`src/scg_pkg.sv`:
```
package scg_pkg;

   localparam int VERTEX_W             = 7;
   localparam int DEG_W                = 2;
   localparam int DEFAULT_MAX_VERTICES = 64;
   localparam int REQ_DATA_W           = 16;
   localparam int RSP_DATA_W           = 16;

   localparam logic [DEG_W-1:0] DEG_NONE  = 2'd0;
   localparam logic [DEG_W-1:0] DEG_ONE   = 2'd1;
   localparam logic [DEG_W-1:0] DEG_CYCLE = 2'd2;
   localparam logic [DEG_W-1:0] DEG_SAT   = 2'd3;

   // one adjacency word per vertex: saturating degree and first two neighbors
   typedef struct packed {
      logic [DEG_W-1:0]    deg;
      logic [VERTEX_W-1:0] nb1;
      logic [VERTEX_W-1:0] nb2;
   } adj_entry_type;

   // append a neighbor; only the first two are kept
   function automatic adj_entry_type link_entry(input adj_entry_type ent,
                                                input logic [VERTEX_W-1:0] nb);
      adj_entry_type res;
      res = ent;
      if (ent.deg == DEG_NONE) begin
         res.nb1 = nb;
      end else if (ent.deg == DEG_ONE) begin
         res.nb2 = nb;
      end
      if (ent.deg != DEG_SAT) begin
         res.deg = ent.deg + DEG_ONE;
      end
      return res;
   endfunction

endpackage

```
`src/simple_cycle_graph_check.sv`:
```
// An edge transaction passes through accept, update of the first endpoint and update of the second.
// The last edge then starts a walk from vertex 1 that reads, per visited vertex, its adjacency
// entry and then its neighbors' visited marks; a check/clear sweep and the output state follow.
// The block takes one transaction at a time; the walk is bound by the registered memory reads.
// Reset (synchronous, active high) starts a clear sweep over both memories; req_tready stays
// low until it ends.
module simple_cycle_graph_check #(
   parameter int MAX_VERTICES = scg_pkg::DEFAULT_MAX_VERTICES
) (
   input  logic                            clock,
   input  logic                            reset,
   // edge transactions
   input  logic                            req_tvalid,
   output logic                            req_tready,
   // req_tdata: [6:0] vertex_a, [13:7] vertex_b, [15:14] zero
   input  logic [scg_pkg::REQ_DATA_W-1:0]  req_tdata,
   input  logic                            req_tlast,   // last_edge
   // result transactions
   output logic                            rsp_tvalid,
   input  logic                            rsp_tready,
   // rsp_tdata: [0] is_simple_cycle, [7:1] vertex_count, [14:8] visited_count, [15] zero
   output logic [scg_pkg::RSP_DATA_W-1:0]  rsp_tdata
);
   import scg_pkg::*;

   localparam int IDX_W = (MAX_VERTICES > 1) ? $clog2(MAX_VERTICES) : 1;
   localparam int CNT_W = $clog2(MAX_VERTICES + 1);
   localparam int CMP_W = (CNT_W > VERTEX_W) ? CNT_W : VERTEX_W;

   localparam logic [3:0] ST_CLEAR     = 4'd0;  // post-reset memory clear
   localparam logic [3:0] ST_IDLE      = 4'd1;
   localparam logic [3:0] ST_EDGE_A    = 4'd2;  // link a->b, read b
   localparam logic [3:0] ST_EDGE_B    = 4'd3;  // link b->a
   localparam logic [3:0] ST_WALK_INIT = 4'd4;  // mark vertex 1, read its entry
   localparam logic [3:0] ST_WALK_ADJ  = 4'd5;  // entry back, read both neighbor marks
   localparam logic [3:0] ST_WALK_SEL  = 4'd6;  // pick first unvisited neighbor
   localparam logic [3:0] ST_SWEEP     = 4'd7;  // degree check + clear
   localparam logic [3:0] ST_DONE      = 4'd8;

   function automatic logic [IDX_W-1:0] vidx(input logic [VERTEX_W-1:0] v);
      logic [VERTEX_W-1:0] m;
      m = v - VERTEX_W'(1);
      return IDX_W'(m);
   endfunction

   // state
   logic [3:0]          state_ff, state_in;
   logic [VERTEX_W-1:0] va_ff, va_in;
   logic [VERTEX_W-1:0] vb_ff, vb_in;
   logic                last_ff, last_in;
   logic                edge_ok_ff, edge_ok_in;
   logic [VERTEX_W-1:0] highest_ff, highest_in;
   adj_entry_type       a_new_ff, a_new_in;       // forwarded for self loops
   adj_entry_type       walk_ent_ff, walk_ent_in;
   logic [CNT_W-1:0]    count_ff, count_in;
   logic [CNT_W-1:0]    sweep_idx_ff, sweep_idx_in;
   logic [CNT_W-1:0]    sweep_end_ff, sweep_end_in;
   logic                chk_ff, chk_in;
   logic                deg_ok_ff, deg_ok_in;
   logic                rsp_valid_ff, rsp_valid_in;
   logic [RSP_DATA_W-1:0] rsp_data_ff, rsp_data_in;

   // memory ports
   logic [IDX_W-1:0] adj_rd_addr;
   adj_entry_type    adj_rd_data;
   logic             adj_wr_en;
   logic [IDX_W-1:0] adj_wr_addr;
   adj_entry_type    adj_wr_data;
   logic             vis_rd_data0;
   logic             vis_rd_data1;
   logic             vis_wr_en;
   logic [IDX_W-1:0] vis_wr_addr;
   logic             vis_wr_data;

   // input decode
   logic [VERTEX_W-1:0] req_a;
   logic [VERTEX_W-1:0] req_b;
   logic                req_ok;
   logic                req_fire;

   // walk selection
   logic                nb1_free;
   logic                nb2_free;
   logic                has_next;
   logic [VERTEX_W-1:0] next_v;
   logic                sweep_active;
   adj_entry_type       b_base;
   logic                cycle_ok;

   assign req_a    = req_tdata[VERTEX_W-1:0];
   assign req_b    = req_tdata[2*VERTEX_W-1:VERTEX_W];
   assign req_ok   = (req_a != '0) && (int'(req_a) <= MAX_VERTICES) &&
                     (req_b != '0) && (int'(req_b) <= MAX_VERTICES);
   assign req_tready = (state_ff == ST_IDLE);
   assign req_fire   = req_tvalid && req_tready;

   assign nb1_free = (walk_ent_ff.deg != DEG_NONE) && !vis_rd_data0;
   assign nb2_free = (walk_ent_ff.deg >= DEG_CYCLE) && !vis_rd_data1;
   assign has_next = nb1_free || nb2_free;
   assign next_v   = nb1_free ? walk_ent_ff.nb1 : walk_ent_ff.nb2;

   assign sweep_active = (sweep_idx_ff < sweep_end_ff);
   assign b_base       = (va_ff == vb_ff) ? a_new_ff : adj_rd_data;
   assign cycle_ok     = deg_ok_ff && (CMP_W'(count_ff) == CMP_W'(highest_ff));

   always_comb begin
      state_in     = state_ff;
      va_in        = va_ff;
      vb_in        = vb_ff;
      last_in      = last_ff;
      edge_ok_in   = edge_ok_ff;
      highest_in   = highest_ff;
      a_new_in     = a_new_ff;
      walk_ent_in  = walk_ent_ff;
      count_in     = count_ff;
      sweep_idx_in = sweep_idx_ff;
      sweep_end_in = sweep_end_ff;
      chk_in       = chk_ff;
      deg_ok_in    = deg_ok_ff;
      rsp_data_in  = rsp_data_ff;
      rsp_valid_in = rsp_valid_ff && !rsp_tready;

      adj_rd_addr = '0;
      adj_wr_en   = 1'b0;
      adj_wr_addr = '0;
      adj_wr_data = '0;
      vis_wr_en   = 1'b0;
      vis_wr_addr = '0;
      vis_wr_data = 1'b0;

      case (state_ff)
         ST_CLEAR: begin
            adj_rd_addr = sweep_idx_ff[IDX_W-1:0];
            if (sweep_active) begin
               adj_wr_en    = 1'b1;
               adj_wr_addr  = sweep_idx_ff[IDX_W-1:0];
               vis_wr_en    = 1'b1;
               vis_wr_addr  = sweep_idx_ff[IDX_W-1:0];
               sweep_idx_in = sweep_idx_ff + CNT_W'(1);
            end else begin
               state_in = ST_IDLE;
            end
         end
         ST_IDLE: begin
            adj_rd_addr = vidx(req_a);
            if (req_fire) begin
               va_in      = req_a;
               vb_in      = req_b;
               last_in    = req_tlast;
               edge_ok_in = req_ok;
               if (req_ok) begin
                  if (req_a > highest_in) highest_in = req_a;
                  if (req_b > highest_in) highest_in = req_b;
               end
               state_in = ST_EDGE_A;
            end
         end
         ST_EDGE_A: begin
            adj_rd_addr = vidx(vb_ff);
            a_new_in    = link_entry(adj_rd_data, vb_ff);
            adj_wr_en   = edge_ok_ff;
            adj_wr_addr = vidx(va_ff);
            adj_wr_data = a_new_in;
            state_in    = ST_EDGE_B;
         end
         ST_EDGE_B: begin
            adj_wr_en   = edge_ok_ff;
            adj_wr_addr = vidx(vb_ff);
            adj_wr_data = link_entry(b_base, va_ff);
            state_in    = last_ff ? ST_WALK_INIT : ST_IDLE;
         end
         ST_WALK_INIT: begin
            adj_rd_addr = '0;
            vis_wr_en   = 1'b1;
            vis_wr_addr = '0;
            vis_wr_data = 1'b1;
            count_in    = CNT_W'(1);
            state_in    = ST_WALK_ADJ;
         end
         ST_WALK_ADJ: begin
            walk_ent_in = adj_rd_data;
            state_in    = ST_WALK_SEL;
         end
         ST_WALK_SEL: begin
            if (has_next) begin
               adj_rd_addr = vidx(next_v);
               vis_wr_en   = 1'b1;
               vis_wr_addr = vidx(next_v);
               vis_wr_data = 1'b1;
               count_in    = count_ff + CNT_W'(1);
               state_in    = ST_WALK_ADJ;
            end else begin
               sweep_idx_in = '0;
               sweep_end_in = CNT_W'(highest_ff);
               chk_in       = 1'b0;
               deg_ok_in    = 1'b1;
               state_in     = ST_SWEEP;
            end
         end
         ST_SWEEP: begin
            // read and clear entry i, check its degree in the following cycle
            adj_rd_addr = sweep_idx_ff[IDX_W-1:0];
            chk_in      = sweep_active;
            if (chk_ff && (adj_rd_data.deg != DEG_CYCLE)) begin
               deg_ok_in = 1'b0;
            end
            if (sweep_active) begin
               adj_wr_en    = 1'b1;
               adj_wr_addr  = sweep_idx_ff[IDX_W-1:0];
               vis_wr_en    = 1'b1;
               vis_wr_addr  = sweep_idx_ff[IDX_W-1:0];
               sweep_idx_in = sweep_idx_ff + CNT_W'(1);
            end else if (!chk_ff) begin
               state_in = ST_DONE;
            end
         end
         ST_DONE: begin
            if (!rsp_valid_ff || rsp_tready) begin
               rsp_valid_in = 1'b1;
               rsp_data_in  = {1'b0, VERTEX_W'(count_ff), highest_ff, cycle_ok};
               highest_in   = '0;
               state_in     = ST_IDLE;
            end
         end
         default: begin
            state_in = ST_IDLE;
         end
      endcase
   end

   always_ff @(posedge clock) begin
      if (reset) begin
         state_ff     <= ST_CLEAR;
         highest_ff   <= '0;
         sweep_idx_ff <= '0;
         sweep_end_ff <= CNT_W'(MAX_VERTICES);
         chk_ff       <= 1'b0;
         rsp_valid_ff <= 1'b0;
      end else begin
         state_ff     <= state_in;
         highest_ff   <= highest_in;
         sweep_idx_ff <= sweep_idx_in;
         sweep_end_ff <= sweep_end_in;
         chk_ff       <= chk_in;
         rsp_valid_ff <= rsp_valid_in;
      end
   end

   always_ff @(posedge clock) begin
      va_ff       <= va_in;
      vb_ff       <= vb_in;
      last_ff     <= last_in;
      edge_ok_ff  <= edge_ok_in;
      a_new_ff    <= a_new_in;
      walk_ent_ff <= walk_ent_in;
      count_ff    <= count_in;
      deg_ok_ff   <= deg_ok_in;
      rsp_data_ff <= rsp_data_in;
   end

   assign rsp_tvalid = rsp_valid_ff;
   assign rsp_tdata  = rsp_data_ff;

   scg_store #(
      .MAX_VERTICES (MAX_VERTICES),
      .IDX_W        (IDX_W)
   ) u_store (
      .clock        (clock),
      .adj_rd_addr  (adj_rd_addr),
      .adj_rd_data  (adj_rd_data),
      .adj_wr_en    (adj_wr_en),
      .adj_wr_addr  (adj_wr_addr),
      .adj_wr_data  (adj_wr_data),
      .vis_rd_addr0 (vidx(adj_rd_data.nb1)),
      .vis_rd_addr1 (vidx(adj_rd_data.nb2)),
      .vis_rd_data0 (vis_rd_data0),
      .vis_rd_data1 (vis_rd_data1),
      .vis_wr_en    (vis_wr_en),
      .vis_wr_addr  (vis_wr_addr),
      .vis_wr_data  (vis_wr_data)
   );

endmodule

```
`src/scg_store.sv`:
```
module scg_store #(
   parameter int MAX_VERTICES = scg_pkg::DEFAULT_MAX_VERTICES,
   parameter int IDX_W        = $clog2(MAX_VERTICES)
) (
   input  logic                  clock,
   // adjacency memory: one read, one write
   input  logic [IDX_W-1:0]      adj_rd_addr,
   output scg_pkg::adj_entry_type adj_rd_data,
   input  logic                  adj_wr_en,
   input  logic [IDX_W-1:0]      adj_wr_addr,
   input  scg_pkg::adj_entry_type adj_wr_data,
   // visited marks: two reads, one write
   input  logic [IDX_W-1:0]      vis_rd_addr0,
   input  logic [IDX_W-1:0]      vis_rd_addr1,
   output logic                  vis_rd_data0,
   output logic                  vis_rd_data1,
   input  logic                  vis_wr_en,
   input  logic [IDX_W-1:0]      vis_wr_addr,
   input  logic                  vis_wr_data
);
   import scg_pkg::*;

   adj_entry_type adj_mem [MAX_VERTICES];
   logic          vis_mem [MAX_VERTICES];

   adj_entry_type adj_rd_data_ff;
   logic          vis_rd_data0_ff;
   logic          vis_rd_data1_ff;

   // read-before-write on a same-address collision
   always_ff @(posedge clock) begin
      adj_rd_data_ff <= adj_mem[adj_rd_addr];
      if (adj_wr_en) begin
         adj_mem[adj_wr_addr] <= adj_wr_data;
      end
   end

   always_ff @(posedge clock) begin
      vis_rd_data0_ff <= vis_mem[vis_rd_addr0];
      vis_rd_data1_ff <= vis_mem[vis_rd_addr1];
      if (vis_wr_en) begin
         vis_mem[vis_wr_addr] <= vis_wr_data;
      end
   end

   assign adj_rd_data  = adj_rd_data_ff;
   assign vis_rd_data0 = vis_rd_data0_ff;
   assign vis_rd_data1 = vis_rd_data1_ff;

endmodule

```
`config.mk`:
```
export PLATFORM = sky130hd
export DESIGN_NAME = simple_cycle_graph_check
export DESIGN_NICKNAME = d
export VERILOG_FILES = /design/src/scg_pkg.sv /design/src/simple_cycle_graph_check.sv /design/src/scg_store.sv
export SDC_FILE = /design/constraint.sdc
export NUM_CORES = 2
export LEC_CHECK = 0
export BUFFER_PORTS_ARGS = -buffer_cell sky130_fd_sc_hd__buf_2
export CORE_MARGIN = 2
export CORE_UTILIZATION = 57
export DETAILED_ROUTE_END_ITERATION = 8
export PLACE_DENSITY = 0.84
export SYNTH_ARGS = -nofsm -noshare
export SYNTH_HDL_FRONTEND = slang
export SYNTH_HIERARCHICAL = 1
export SYNTH_SLANG_ARGS = --single-unit
```
`constraint.sdc`:
```
create_clock -name clock -period 6.4 [get_ports clock]
set_input_delay 0.32 -clock clock [delete_from_list [all_inputs] [get_ports clock]]
set_output_delay 0.32 -clock clock [all_outputs]
set_load 0.01 [all_outputs]
```
# Word-level counts from Yosys, hierarchy flattened

Memory sizes are Yosys's and may differ from the RTL's. A register that Yosys moved wholly into a read port is not among the register bits.
Cells that the tools add are included.

Add/subtract/negate cells: 10
Multiply operators: 0
Div/mod/pow operators: 0
Order comparisons: 6
Eq/ne operators: 25
Shift-type cells: 0
Multiplexer cells: 54
Bitwise operators: 1
Reduce and logical (&&, ||, !) cells: 36

Operators by type and width:

| cell                                                                | number |
|---|---|
| 7-bit 2-to-1 mux                                                    | 17 |
| 7-bit case mux with 2 select lines                                  | 3 |
| 4-bit case mux with 9 select lines                                  | 1 |
| 6-bit by 1-bit subtractor with 6-bit output (second input constant) | 6 |
| 16-bit case mux with 2 select lines                                 | 1 |
| 6-bit case mux with 4 select lines                                  | 1 |
| 4-bit 2-to-1 mux                                                    | 5 |
| 2-bit != test (second input constant)                               | 10 |
| 6-bit 2-to-1 mux                                                    | 3 |
| 6-bit case mux with 3 select lines                                  | 1 |
| 4-bit by 3-bit == test with 1-bit output (second input constant)    | 4 |
| 16-bit 2-to-1 mux                                                   | 1 |
| 7-bit by 1-bit adder with 7-bit output (second input constant)      | 2 |
| 7-bit == test                                                       | 2 |
| 7-bit greater-than comparator                                       | 2 |
| 7-bit <= comparator (second input constant)                         | 2 |
| 7-bit nonzero test                                                  | 2 |
| 6-bit case mux with 2 select lines                                  | 1 |
| 1-bit 2-to-1 mux                                                    | 11 |
| 2-bit AND reduction                                                 | 5 |
| 2-bit nonzero test                                                  | 5 |
| 1-bit logical AND                                                   | 9 |
| 4-bit by 2-bit == test with 1-bit output (second input constant)    | 2 |
| 1-bit case mux with 2 select lines                                  | 4 |
| other kinds (19)                                                    | 32 |

Register bits: 96
Latch bits: 0
RAM bits: 1088
Memory bits (read-only): 0
Bits of input ports: 21
Output and inout port bits: 18
Word-level logic and storage cells: 153
Memories kept: 2

Memory list:

| name            | words | width | read ports | clocked after Yosys merged registers in | wr ports | RTL line        | RTL |
|---|---|---|---|---|---|---|---|
| u_store.adj_mem | 64    | 16    | 1          | 1                                       | 1        | scg_store.sv:23 | `adj_entry_type adj_mem [MAX_VERTICES];` |
| u_store.vis_mem | 64    | 1     | 2          | 2                                       | 1        | scg_store.sv:24 | `logic vis_mem [MAX_VERTICES];` |

# Depth between registers and ports, before layout

Depth after elaboration: 12
Gate-level depth with buffers: 17
Mapped depth without buffers: 13

# Hierarchy

The synthesis kept the hierarchy.

By module, submodules not included:

| module                   | times used | cells each | area an instance (µm²) | seq. area each (µm²) |
|---|---|---|---|---|
| scg_store                | 1          | 2083       | 43231.5                | 33031.7 |
| simple_cycle_graph_check | 1          | 610        | 5964.5                 | 2612.5 |

# Least setup slack after synthesis

OpenSTA, ideal clock, no wires.

Path kind: register -> register
Start point: register vb_ff[4]
End point: memory u_store/adj_mem[0][12] (netlist name), data pin
Library setup time: 0.906 ns
Data arrival time: 5.269 ns
Data required time: 5.494 ns
Slack: 0.225 ns
Cell stages (with the launch flop): 7
Path buffers: 1
Period minus slack after synthesis: 6.175 ns
Cell sequence: edfxtp_1 -> xor2_1 -> nor4_2 -> and2_1 -> buf_2 -> nor3_1 -> o41ai_1

RTL lines:

| item                     | RTL line                        | RTL |
|---|---|---|
| start: declaration       | simple_cycle_graph_check.sv:49  | `logic [VERTEX_W-1:0] vb_ff, vb_in;` |
| start signal: assignment | simple_cycle_graph_check.sv:251 | `vb_ff <= vb_in;` |
| end: declaration         | scg_store.sv:23                 |  |

# Worst setup path after layout

Start point: register state_ff[1]
End point: memory u_store/adj_mem[35][4] (netlist name) (enable)

Elaborated cells on any way between the ends: 10
Classes of those cells: eq/ne: 3; mux: 4; reduce/logical: 3

RTL lines:

| item                                                                          | RTL line                        | RTL |
|---|---|---|
| start: declaration                                                            | simple_cycle_graph_check.sv:47  | `logic [3:0] state_ff, state_in;` |
| start signal: assignment                                                      | simple_cycle_graph_check.sv:240 | `state_ff <= state_in;` |
| 4-bit by 3-bit == test with 1-bit output or 4-bit logical NOT (tied branches) | simple_cycle_graph_check.sv:131 | `case (state_ff)` |
| 2-bit OR reduction (no line)                                                  | --                              |  |
| 6-bit case mux with 3 select lines (*)                                        | simple_cycle_graph_check.sv:131 |  |
| named net adj_wr_addr[0]                                                      | simple_cycle_graph_check.sv:67  | `logic [IDX_W-1:0] adj_wr_addr;` |

The timed path passes the listed nets; every way through them passes the cells marked *.

==> results.yml <==
outcome:
  outcome: "finished clean"
finish:
  drive_above_1_share_pct: 22.21
  nFillCells: 5017
  syn2layout_area_growth_pct: 11.40
  multi_input_area_mm2: 0.01179
  layout_commonest_cell: "edfxtp_1"
  fin_nets: 2637
  finish.utilization_pct: 63.93
  final_cell_mix: "1027 x edfxtp_1, 219 x mux4_2, 182 x nor2_1"
  seqCellArea_mm2: 0.03170
cts:
  htreeDepth: 3
  cts_buffers: 100
  cts_root_buf: "clkbuf_16"
  cts.clk_slew.worst_paths_ns: 0.06
  cts_tree: "built"
  clock_sinks: 1070
  max-clock-path-buffers: 3
  clk_latency_ns: 0.68
  post_cts_resized: 0
timing:
  skew_ns: 0.04730
  slew_headroom_pct: 11.90
  period_minus_slack_ns: 4.767
  rsz0062_at_grt: "no"
  finalCritPeriodShare_pct: 74.48
  tns_ns: 0
  slew_viol_final: 0
  fmax_mhz: 209.8
  hold_viol: 0
  setup_viol: 0
  tightest_slew_ns: 1.321
routing:
  vias_per_cell: 6.631
  drtIter0Drc: 3577
  vias: 24610
  dr.pass1.iters: 6
  antenna_left: 0
  routed_wl_um: 107200
  drc_errors: 0
  wl_per_cell_um: 28.88
grt:
  grt_pass1_wl_um: 159200
  grt_max_degree: 82
  antenna_found_initial: 0
  grt_usage_pct: 27.44
  first_global_vias: 25040
  grt_overflow_total: 0
power_and_ir_drop:
  ir_worst_vdd_v: 0.0003967
  total_power_mw: 20.15
  powerDensity_mw_per_mm2: 408.9
  p_leak_nw: 14.99
place:
  routabilityCongestion: 0.8910
  dpl.hpwl_um: 61560
  io_buffers: 35
worst_setup_path:
  worst-r2r-cell-count: 9
  end_kind: "flip-flop"
  worst_ep_required_time_ns: 6.77
  path_max_fanout: 23
  critPathKind: "flip-flop to flip-flop"
  start_kind: "flip-flop"
  arrival_ns: 5.14
logic_synthesis:
  synth_fp_nets: 2525
  synth_area_mm2: 0.04424
  syn_inst: 2476
  synth_area_per_cell_um2: 17.87
  yosys_warnings: 6
worst_hold_path:
  hold_depth: 2
  hp-class: "primary input to flip-flop"
floorplan:
  die_height_um: 282.6
  num_rows: 102
  die_area_mm2: 0.07986
  die_x_um: 282.6
  start_util_pct: 57.39
  boundaryPins: 39
  core-area_mm2: 0.07708
run:
  maxCapViolations: 0
[flip-flops by register name, indices dropped and copies added (netlist names), 14 cells and up]
signal	count
u_store/adj_rd_data	14
walk_ent_ff	14
u_store/adj_mem	896
u_store/vis_mem	64
rsp_tdata	15
a_new_ff	14
[stage by stage]
stage / setup WS, ns / hold slack [ns] / std cells / area [µm²]
2_1_floorplan: 0.2512 / 0.4189 / 2476 / 44240
3_3_place_gp: 2.059 / 0.4500 / 3510 / 45990
3_5_place_dp: 1.961 / 0.4662 / 3510 / 45990
4_1_cts: 1.846 / 0.02527 / 3710 / 49280
5_1_grt: 1.511 / 0.06411 / 3710 / 49280
6_report: 1.633 / 0.05939 / 3712 / 49280
[routing by layer]
| metal | vias up | wire [µm] | GRT usage [%] |
|---|---|---|---|
| met5 | - | 0 | 0 |
| met2 | 1667 | 52770 | 44.71 |
| met4 | 0 | 5558 | 12.94 |
| li1 | 10220 | - | - |
| met1 | 12380 | 37360 | 35.18 |
| met3 | 341 | 11510 | 6.484 |
[path summary, 6_finish.rpt]
path / end / slack (ns) / start
worst max-delay path: u_store/adj_mem[35][4]$_DFFE_PP_ / 1.63 / state_ff[1]$_SDFFE_PP0P_
worst min-delay path: sweep_end_ff[1]$_SDFFE_PP0P_ / 0.06 / reset
worst max register to register: u_store/adj_mem[35][4]$_DFFE_PP_ / 1.63 / state_ff[1]$_SDFFE_PP0P_
worst min register to register: sweep_end_ff[0]$_SDFFE_PP0P_ / 0.47 / sweep_end_ff[0]$_SDFFE_PP0P_
[repair_timing]
action	in CTS	in global routing
hold buffers	16	0
setup buffers	0	0
hold endpoints to repair	16	0
setup endpoints to repair	0	0
[where the power goes]
part	total, mW	internal, mW	switching [mW]	leakage (nW)
combinational	6.18	2.52	3.67	4.24
clock	5.71	3.17	2.54	1.53
sequential	8.26	8.03	0.227	9.22
[cell type report]
cell class,instances,share of cell area [%]
flip-flops and latches,1070,64.32
diodes,2,0.01016
multi-input cells,1217,23.92
clock inverters,56,0.9876
well taps,1040,2.640
inverters,39,0.2970
repair buffers,160,2.468
clock buffers,128,5.352
[worst max-delay path, cell delays in order (launching register included)]
cell and delay (ns):
dfxtp_1 0.68, and3_1 0.25, o21a_1 0.30, o211a_1 0.65, nand2_1 0.22, o221ai_1 0.26, nor2b_1 0.27, nand3_1 0.65
nor2_1 0.83, buf_4 0.34
Power figures use the tool's default switching activity.
